File: config.mk
export PLATFORM = sky130hd
export DESIGN_NAME = ogcq_ctrl
export DESIGN_NICKNAME = d
export VERILOG_FILES = /design/src/hw/rtl/ogcq_pkg.sv /design/src/hw/rtl/ogcq_ctrl.sv
export SDC_FILE = /design/constraint.sdc
export NUM_CORES = 1
export LEC_CHECK = 0
export ABC_AREA = 0
export CORE_ASPECT_RATIO = 0.8
export CORE_MARGIN = 3
export CORE_UTILIZATION = 55
export CTS_CLUSTER_SIZE = 28
export DETAILED_ROUTE_END_ITERATION = 10
export DONT_BUFFER_PORTS = 1
export GPL_TIMING_DRIVEN = 0
export PLACE_DENSITY_LB_ADDON = 0.25
export RECOVER_POWER = 50
export SYNTH_ARGS = -nofsm -noshare
export SYNTH_HDL_FRONTEND = slang
export SYNTH_SLANG_ARGS = --single-unit
File: constraint.sdc
create_clock -name clk -period 1.6 [get_ports clk]
set_input_delay 0 -clock clk [delete_from_list [all_inputs] [get_ports clk]]
set_output_delay 0 -clock clk [all_outputs]
set_load 0.1 [all_outputs]
File: src/hw/rtl/ogcq_pkg.sv
// Shared constants, codes and controller/datapath interface types for the clearance query.
package ogcq_pkg;

    localparam int MAX_COLUMNS = 64;
    localparam int MAX_ROWS    = 64;
    localparam int COL_W       = $clog2(MAX_COLUMNS);
    localparam int ROW_W       = $clog2(MAX_ROWS);
    localparam int MAP_DEPTH   = MAX_COLUMNS * MAX_ROWS;
    localparam int MAP_AW      = COL_W + ROW_W;
    localparam int CRD_W       = 24;
    localparam int CS_W        = 16;
    localparam int DIM_W       = 7;
    localparam int WIDE_W      = 28;   // signed working width for positions
    localparam int NUM_W       = 22;   // offset inside the grid, below 64 * cell size
    localparam int MAG_W       = 17;   // distance saturated just above the largest radius
    localparam int SQ_W        = 2 * MAG_W;
    localparam int R2_W        = 2 * CS_W;
    localparam int CFG_AW      = 3;
    localparam int NUM_DIV     = 6;

    localparam logic [1:0] MODE_WRITE  = 2'd0;
    localparam logic [1:0] MODE_POINT  = 2'd1;
    localparam logic [1:0] MODE_CIRCLE = 2'd2;
    localparam logic [1:0] MODE_RSVD   = 2'd3;

    localparam logic [CFG_AW-1:0] REG_ORIGIN_X  = 3'd0;
    localparam logic [CFG_AW-1:0] REG_ORIGIN_Y  = 3'd1;
    localparam logic [CFG_AW-1:0] REG_CELL_SIZE = 3'd2;
    localparam logic [CFG_AW-1:0] REG_GRID_W    = 3'd3;
    localparam logic [CFG_AW-1:0] REG_GRID_H    = 3'd4;

    // divide slots: centre x/y, box low x/y, box high x/y
    localparam logic [2:0] DIV_CX = 3'd0;
    localparam logic [2:0] DIV_CY = 3'd1;
    localparam logic [2:0] DIV_X0 = 3'd2;
    localparam logic [2:0] DIV_Y0 = 3'd3;
    localparam logic [2:0] DIV_X1 = 3'd4;
    localparam logic [2:0] DIV_Y1 = 3'd5;
    localparam logic [2:0] DIV_TOP_BIT = 3'(COL_W - 1);

    typedef struct packed {
        logic       clr_we;
        logic       map_we;
        logic       load;
        logic       prep;
        logic       div_load;
        logic       div_step;
        logic [2:0] div_sel;
        logic [2:0] div_bit;
        logic       found;
        logic       pt_rd;
        logic       pt_chk;
        logic       row0;
        logic       row1;
        logic       cell0;
        logic       cell1;
        logic       cell2;
    } ogcq_cmd_t;

    typedef struct packed {
        logic       clr_last;
        logic       x_last;
        logic       y_last;
        logic [1:0] mode;
    } ogcq_sts_t;

    // distance from p to the span [co, co + cs - 1], saturated to MAG_W bits
    function automatic logic [MAG_W-1:0] span_dist(input logic signed [WIDE_W-1:0] p,
                                                   input logic signed [WIDE_W-1:0] co,
                                                   input logic [CS_W-1:0] cs);
        logic signed [WIDE_W-1:0] hi;
        logic signed [WIDE_W-1:0] d;
        hi = co + WIDE_W'(cs) - WIDE_W'(1);
        if (p < co)
            d = co - p;
        else if (p > hi)
            d = p - hi;
        else
            d = '0;
        if (d[WIDE_W-1:CS_W] != '0)
            return {1'b1, {CS_W{1'b0}}};
        return {1'b0, d[CS_W-1:0]};
    endfunction

endpackage

File: src/hw/rtl/ogcq_ctrl.sv
// Sequencer for map clearing, the shared divider and the cell walk.
module ogcq_ctrl import ogcq_pkg::*; (
    input  logic      clk,
    input  logic      rst_n,
    input  logic      start,
    input  logic [1:0] mode,
    input  ogcq_sts_t sts,
    output ogcq_cmd_t cmd,
    output logic      busy,
    output logic      done
);

    localparam logic [3:0] S_CLEAR  = 4'd0;
    localparam logic [3:0] S_IDLE   = 4'd1;
    localparam logic [3:0] S_PREP   = 4'd2;
    localparam logic [3:0] S_DLOAD  = 4'd3;
    localparam logic [3:0] S_DSTEP  = 4'd4;
    localparam logic [3:0] S_FOUND  = 4'd5;
    localparam logic [3:0] S_PT_RD  = 4'd6;
    localparam logic [3:0] S_PT_CHK = 4'd7;
    localparam logic [3:0] S_ROW0   = 4'd8;
    localparam logic [3:0] S_ROW1   = 4'd9;
    localparam logic [3:0] S_CELL0  = 4'd10;
    localparam logic [3:0] S_CELL1  = 4'd11;
    localparam logic [3:0] S_CELL2  = 4'd12;
    localparam logic [3:0] S_DONE   = 4'd13;

    logic [3:0] state_reg, state_next;
    logic [2:0] sel_reg, sel_next;
    logic [2:0] bit_reg, bit_next;
    logic       pt_mode;

    assign pt_mode = (sts.mode == MODE_POINT);

    always_comb
    begin
        state_next  = state_reg;
        sel_next    = sel_reg;
        bit_next    = bit_reg;
        cmd         = '0;
        cmd.div_sel = sel_reg;
        cmd.div_bit = bit_reg;
        case (state_reg)
            S_CLEAR:
            begin
                cmd.clr_we = 1'b1;
                if (sts.clr_last)
                    state_next = S_IDLE;
            end
            S_IDLE:
            begin
                if (start)
                begin
                    cmd.load   = 1'b1;
                    cmd.map_we = (mode == MODE_WRITE);
                    if (mode == MODE_POINT || mode == MODE_CIRCLE)
                        state_next = S_PREP;
                    else
                        state_next = S_DONE;
                end
            end
            S_PREP:
            begin
                cmd.prep   = 1'b1;
                sel_next   = DIV_CX;
                state_next = S_DLOAD;
            end
            S_DLOAD:
            begin
                cmd.div_load = 1'b1;
                bit_next     = DIV_TOP_BIT;
                state_next   = S_DSTEP;
            end
            S_DSTEP:
            begin
                cmd.div_step = 1'b1;
                if (bit_reg == 3'd0)
                begin
                    if ((pt_mode && sel_reg == DIV_CY) || sel_reg == DIV_Y1)
                        state_next = S_FOUND;
                    else
                    begin
                        sel_next   = sel_reg + 3'd1;
                        state_next = S_DLOAD;
                    end
                end
                else
                    bit_next = bit_reg - 3'd1;
            end
            S_FOUND:
            begin
                cmd.found  = 1'b1;
                state_next = pt_mode ? S_PT_RD : S_ROW0;
            end
            S_PT_RD:
            begin
                cmd.pt_rd  = 1'b1;
                state_next = S_PT_CHK;
            end
            S_PT_CHK:
            begin
                cmd.pt_chk = 1'b1;
                state_next = S_DONE;
            end
            S_ROW0:
            begin
                cmd.row0   = 1'b1;
                state_next = S_ROW1;
            end
            S_ROW1:
            begin
                cmd.row1   = 1'b1;
                state_next = S_CELL0;
            end
            S_CELL0:
            begin
                cmd.cell0  = 1'b1;
                state_next = S_CELL1;
            end
            S_CELL1:
            begin
                cmd.cell1  = 1'b1;
                state_next = S_CELL2;
            end
            S_CELL2:
            begin
                cmd.cell2 = 1'b1;
                if (!sts.x_last)
                    state_next = S_CELL0;
                else if (!sts.y_last)
                    state_next = S_ROW0;
                else
                    state_next = S_DONE;
            end
            S_DONE:
            begin
                state_next = S_IDLE;
            end
            default:
            begin
                state_next = S_IDLE;
            end
        endcase
    end

    always_ff @(posedge clk or negedge rst_n)
    begin
        if (!rst_n)
        begin
            state_reg <= S_CLEAR;
            sel_reg   <= '0;
            bit_reg   <= '0;
        end
        else
        begin
            state_reg <= state_next;
            sel_reg   <= sel_next;
            bit_reg   <= bit_next;
        end
    end

    assign busy = (state_reg != S_IDLE);
    assign done = (state_reg == S_DONE);

    a_done_pulse: assert property (@(posedge clk) disable iff (!rst_n) done |=> !done)
        else $error("result strobe longer than one cycle");
    a_accept_busy: assert property (@(posedge clk) disable iff (!rst_n)
        (start && !busy) |=> busy)
        else $error("accepted transaction did not raise busy");
    a_sel_range: assert property (@(posedge clk) disable iff (!rst_n)
        (state_reg == S_DSTEP) |-> (sel_reg <= DIV_Y1))
        else $error("divide slot out of range");
    a_no_done_clear: assert property (@(posedge clk) disable iff (!rst_n)
        (state_reg == S_CLEAR) |=> !done)
        else $error("result during map clear");

endmodule

==> impl_results.md, run 1 <==
- Status: aborted with a tool error
- Failed at: clock tree synthesis (4_1_cts)
- Err: [ERROR DPL-0033] detailed placement checks failed during check placement.
- Simple-Gate Fraction of Synth Area: 34.4%
- Placed cell count: 132
- Sequential element share of the synthesized area: 27.9%
- Synth cell types: 42
- CTS Buf Count: 3
- Compound-Gate Fraction of Synth Area: 16.2%
- Cell Area, Synth: 898 µm²
- Synthesized Nets: 124
- CTS Hold Bufs: 3
- Top FF cell, synth: dfrtp_1
- Chip height: 42.2 µm
- EDFF count, synth: 0
- Xor and xnor fraction of the mapped netlist area: 0.975%
- Mux share of post-synthesis cell area: 4.46%
- Cell count after synthesis: 109
- Syn. warnings: 0
- Initial core utilization: 61.7%
- Port buffer count: 0
- # IOs: 32
- Root Driver: clkbuf_4
- H-tree depth: 1
- Core Rows: 12
- Synth area leader: dfrtp_1
- Synth top area share: 27.9%
- FF+latch count, synth: 10
- Routability cong.: 0.814
- Die Span X: 51.2 µm
- CTS Buffer Depth: 2
- Setup Buffers After CTS: 20
- Largest family of logic cells by synthesized area: simple AND/OR/NAND/NOR gates
- Hpwl dp: 1720 µm
- Post-synthesis adder-cell area fraction: 6.96%
- Avg Inst Size Synth: 8.24 µm²
- # resized after CTS: 57
- Synth area leaders: dfrtp_1 (28%), ha_1 (7.0%), nor2_1 (6.7%)
- Asr flop ratio synth: 100%
- Clk sinks: 10
-- stage by stage --
stage               setup TNS (ns)  setup slack (ns)  hold slack (ns)  cell area, µm²
floorplan                    -6.80            -0.762           -0.296             978
global placement             -9.01            -0.918           -0.295            1000
detailed placement           -5.45            -0.604           -0.295            1040
-- kinds of logic after synthesis --
logic type | Yosys count
AO/OA/AOI/OAI | 21
XOR/XNOR | 1
adder cells (fa/ha/maj) | 5
buffers and inverters | 14
flip-flops | 10
multiplexers | 4
AND/OR/NAND/NOR | 54
-- synthesized netlist by cell type, types with 3 or more instances --
cell type and n:
dfrtp_1 10, ha_1 5, nand2_1 9, buf_6 3, nor2_1 16, inv_1 8
nand3_1 5, a21oi_1 5, nand2b_1 5, mux2i_1 4, o21ai_0 3
==> run 2, diff against run 1 <==
--- a/config.mk
+++ b/config.mk
@@ -6,14 +6,12 @@
 export NUM_CORES = 1
 export LEC_CHECK = 0
 export ABC_AREA = 0
-export CORE_ASPECT_RATIO = 0.8
-export CORE_MARGIN = 3
-export CORE_UTILIZATION = 55
-export CTS_CLUSTER_SIZE = 28
+export CORE_AREA = 3 3 64 66
 export DETAILED_ROUTE_END_ITERATION = 10
+export DIE_AREA = 0 0 67 69
 export DONT_BUFFER_PORTS = 1
 export GPL_TIMING_DRIVEN = 0
-export PLACE_DENSITY_LB_ADDON = 0.25
+export PLACE_DENSITY_LB_ADDON = 0.15
 export RECOVER_POWER = 50
 export SYNTH_ARGS = -nofsm -noshare
 export SYNTH_HDL_FRONTEND = slang
==> run 2 against run 1 <==
  * Area after synthesis unchanged
  * Synthesized cell count unchanged
  * The flow now finishes, with violations (negative setup slack)
==> impl_results.md, run 2 <==
- Status: complete, but fails checks
- Failing checks: negative setup slack
- Slowest cell on the critical path: nor4_4
- Post-route DRC: 0
- Syn. warnings: 0
- Gr usage total: 12.3%
- Max-cap violation count: 0
- Global-route wire length before repair: 4450 µm
- Port buffer count: 0
- Final setup TNS: -4.27 ns
- Routability cong.: 0.779
- Sequential element share of the synthesized area: 27.9%
- Hpwl dp: 1870 µm
- Clk_lat worst skew: 0.23 ns
- # IOs: 32
- Share of cells above drive strength 1: 52.6%
- Max FFs per register: 4
- Final min period: 2.08 ns
- Period utilization: 130%
- Grt ovf: 0
- Worst-margin pin slew: 1.36 ns
- Nets: 153
- DRT iter0 DRCs: 69
- CTS tree: built
- Vias: 891
- Asr flop ratio synth: 100%
- Data arrival, critical path: 2.20 ns
- Pin count of the biggest net entering global routing: 11
- Synth top area share: 27.9%
- Layout Cells excl Fill: 185
- Chip height: 69 µm
- Sequential standard cell area: 269 µm²
- CTS clk-pin slew, worst paths: 0.05 ns
- Via density: 4.82
- RSZ-0062 raised after global routing: true
- CP Data Required Time: 1.72 ns
- CTS Buf Count: 3
- Post-DP Area: 1070 µm²
- Commonest non-fill, non-tap cell in the layout: buf_4
- Clk_skew: 0.00173 ns
- Root Driver: clkbuf_8
- Clk sinks: 10
- Avg Inst Size Synth: 8.24 µm²
- Final hold vios: 0
- Multi-input logic area: 752 µm²
- Cell Area, Synth: 898 µm²
- Die Span X: 67 µm
- Setup CP Type: register to register
- Final instance area: 1470 µm²
- ANT nets after route: 0
- CP Max Fanout: 4
- WL per Instance: 15.0 µm
- CORE AREA: 3630 µm²
- FF+latch count, synth: 10
- Count of final setup violators: 21
- Die Footprint: 4620 µm²
- CP peak stage delay: 1.16 ns
- Synth cell types: 42
- TritonRoute pass-1 iters: 4
- Diodes inserted: 0
- Slew Limit Fails: 0
- H-tree depth: 1
- Initial core utilization: 24.7%
- Most frequent cells in the layout: buf_4 (13), buf_6 (10), nand2_1 (8), nor2_4 (8), nor2_1 (8)
- Critical Path, Cell by Cell: nor4_4 -> nand2b_1 -> and3_1
- Synth area leader: dfrtp_1
- EDFF count, synth: 0
- HP Class: input port to register
- Final setup margin: -0.477 ns
- Final WL: 2780 µm
- CTS Buffer Depth: 2
- Area delta synth->final: 63.5%
- Placed cell count: 159
- CP endpoint kind: register
- # fillers: 377
- Cell count after synthesis: 109
- Slew headroom: 8.97%
- Max Freq: 0.481 GHz
- Initial antenna violation count: 0
- Synth area leaders: dfrtp_1 (28%), ha_1 (7.0%), nor2_1 (6.7%)
- Vias in the first global route: 879
- Core Rows: 22
- Synthesized Nets: 124
- Top-count cell post-synth: nor2_1
- Crit start category: register
- Top FF cell, synth: dfrtp_1
- Post-synth top cells: nor2_1 (16), dfrtp_1 (10), nand2_1 (9)
run 2: cell counts after synthesis:
Identical to the previous run, type by type.
run 2: repair_timing:
action	CTS	global route
buffers inserted	11	11
resized for setup	39	10
endpoints found under the hold margin	11	0
hold buffers	2	0
pin swaps	15	11
endpoints found under the setup margin	24	20
run 2: kinds of logic (layout without fill, tap and decap cells):
logic type                 Yosys count  after routing  share of synthesized area (%)
muxes                                4              4                           4.46
adders and majority gates            5              5                           6.96
xor gates and xnor gates             1              1                          0.975
buffers and inverters               14             42                           9.19
and+or+nand+nor                     54             54                           34.4
AOI/OAI and AO/OA                   21             21                           16.2
DFF                                 10             10                           27.9
run 2: critical path, delay by kind of cell (launching register included):
| family | cells | cell delay, ns |
|---|---|---|
| flip-flops | 1 | 0.45 |
| AND/OR/NAND/NOR | 3 | 1.52 |
run 2: path summary, 6_finish.rpt:
kind,depth (start not counted),slack (ns),to,start
worst max-delay path,3,-0.48,state_reg[0]$_DFFE_PN0P_,state_reg[1]$_DFFE_PN0P_
worst min-delay path,2,0.04,state_reg[0]$_DFFE_PN0P_,sts[4]
worst max register to register,3,-0.48,state_reg[0]$_DFFE_PN0P_,state_reg[1]$_DFFE_PN0P_
worst min register to register,2,0.82,bit_reg[1]$_DFFE_PN0P_,bit_reg[1]$_DFFE_PN0P_
max in group asynchronous,1,1.05,sel_reg[1]$_DFFE_PN0P_,rst_n
min in group asynchronous,1,0.17,bit_reg[1]$_DFFE_PN0P_,rst_n
run 2: routing by layer:
layer  track usage, %  vias up  share of wire [%]  routed length, µm
li1                 -      436                  -                  -
met1             15.8      427                 42               1160
met3             2.61        4                5.1                142
met2             20.5       24                 52               1450
met4             2.70        0               0.76                 21
met5                0        -                  0                  0
run 2: layout make-up:
| type | count | share of cell area, % |
|---|---|---|
| inverter | 9 | 3.15 |
| buffer | 4 | 3.24 |
| clock buffer | 4 | 3.75 |
| timing repair buffer | 25 | 16.3 |
| tap | 48 | 4.09 |
| multi-input combinational | 85 | 51.2 |
| sequential | 10 | 18.3 |
run 2: metrics by stage:
step,worst slack [ns],hold WS [ns],util [%]
finish,-0.477,0.0395,40.4
global route,-0.542,0.0421,40.4
CTS,-0.529,0.0449,37.5
detailed placement,-0.618,-0.295,29.4
global placement,-1.01,-0.295,28.6
floorplan,-0.762,-0.296,-
Power of run 2 is not shown: default switching activity piles up to over one toggle a cycle in this logic, so the estimate is an artifact.
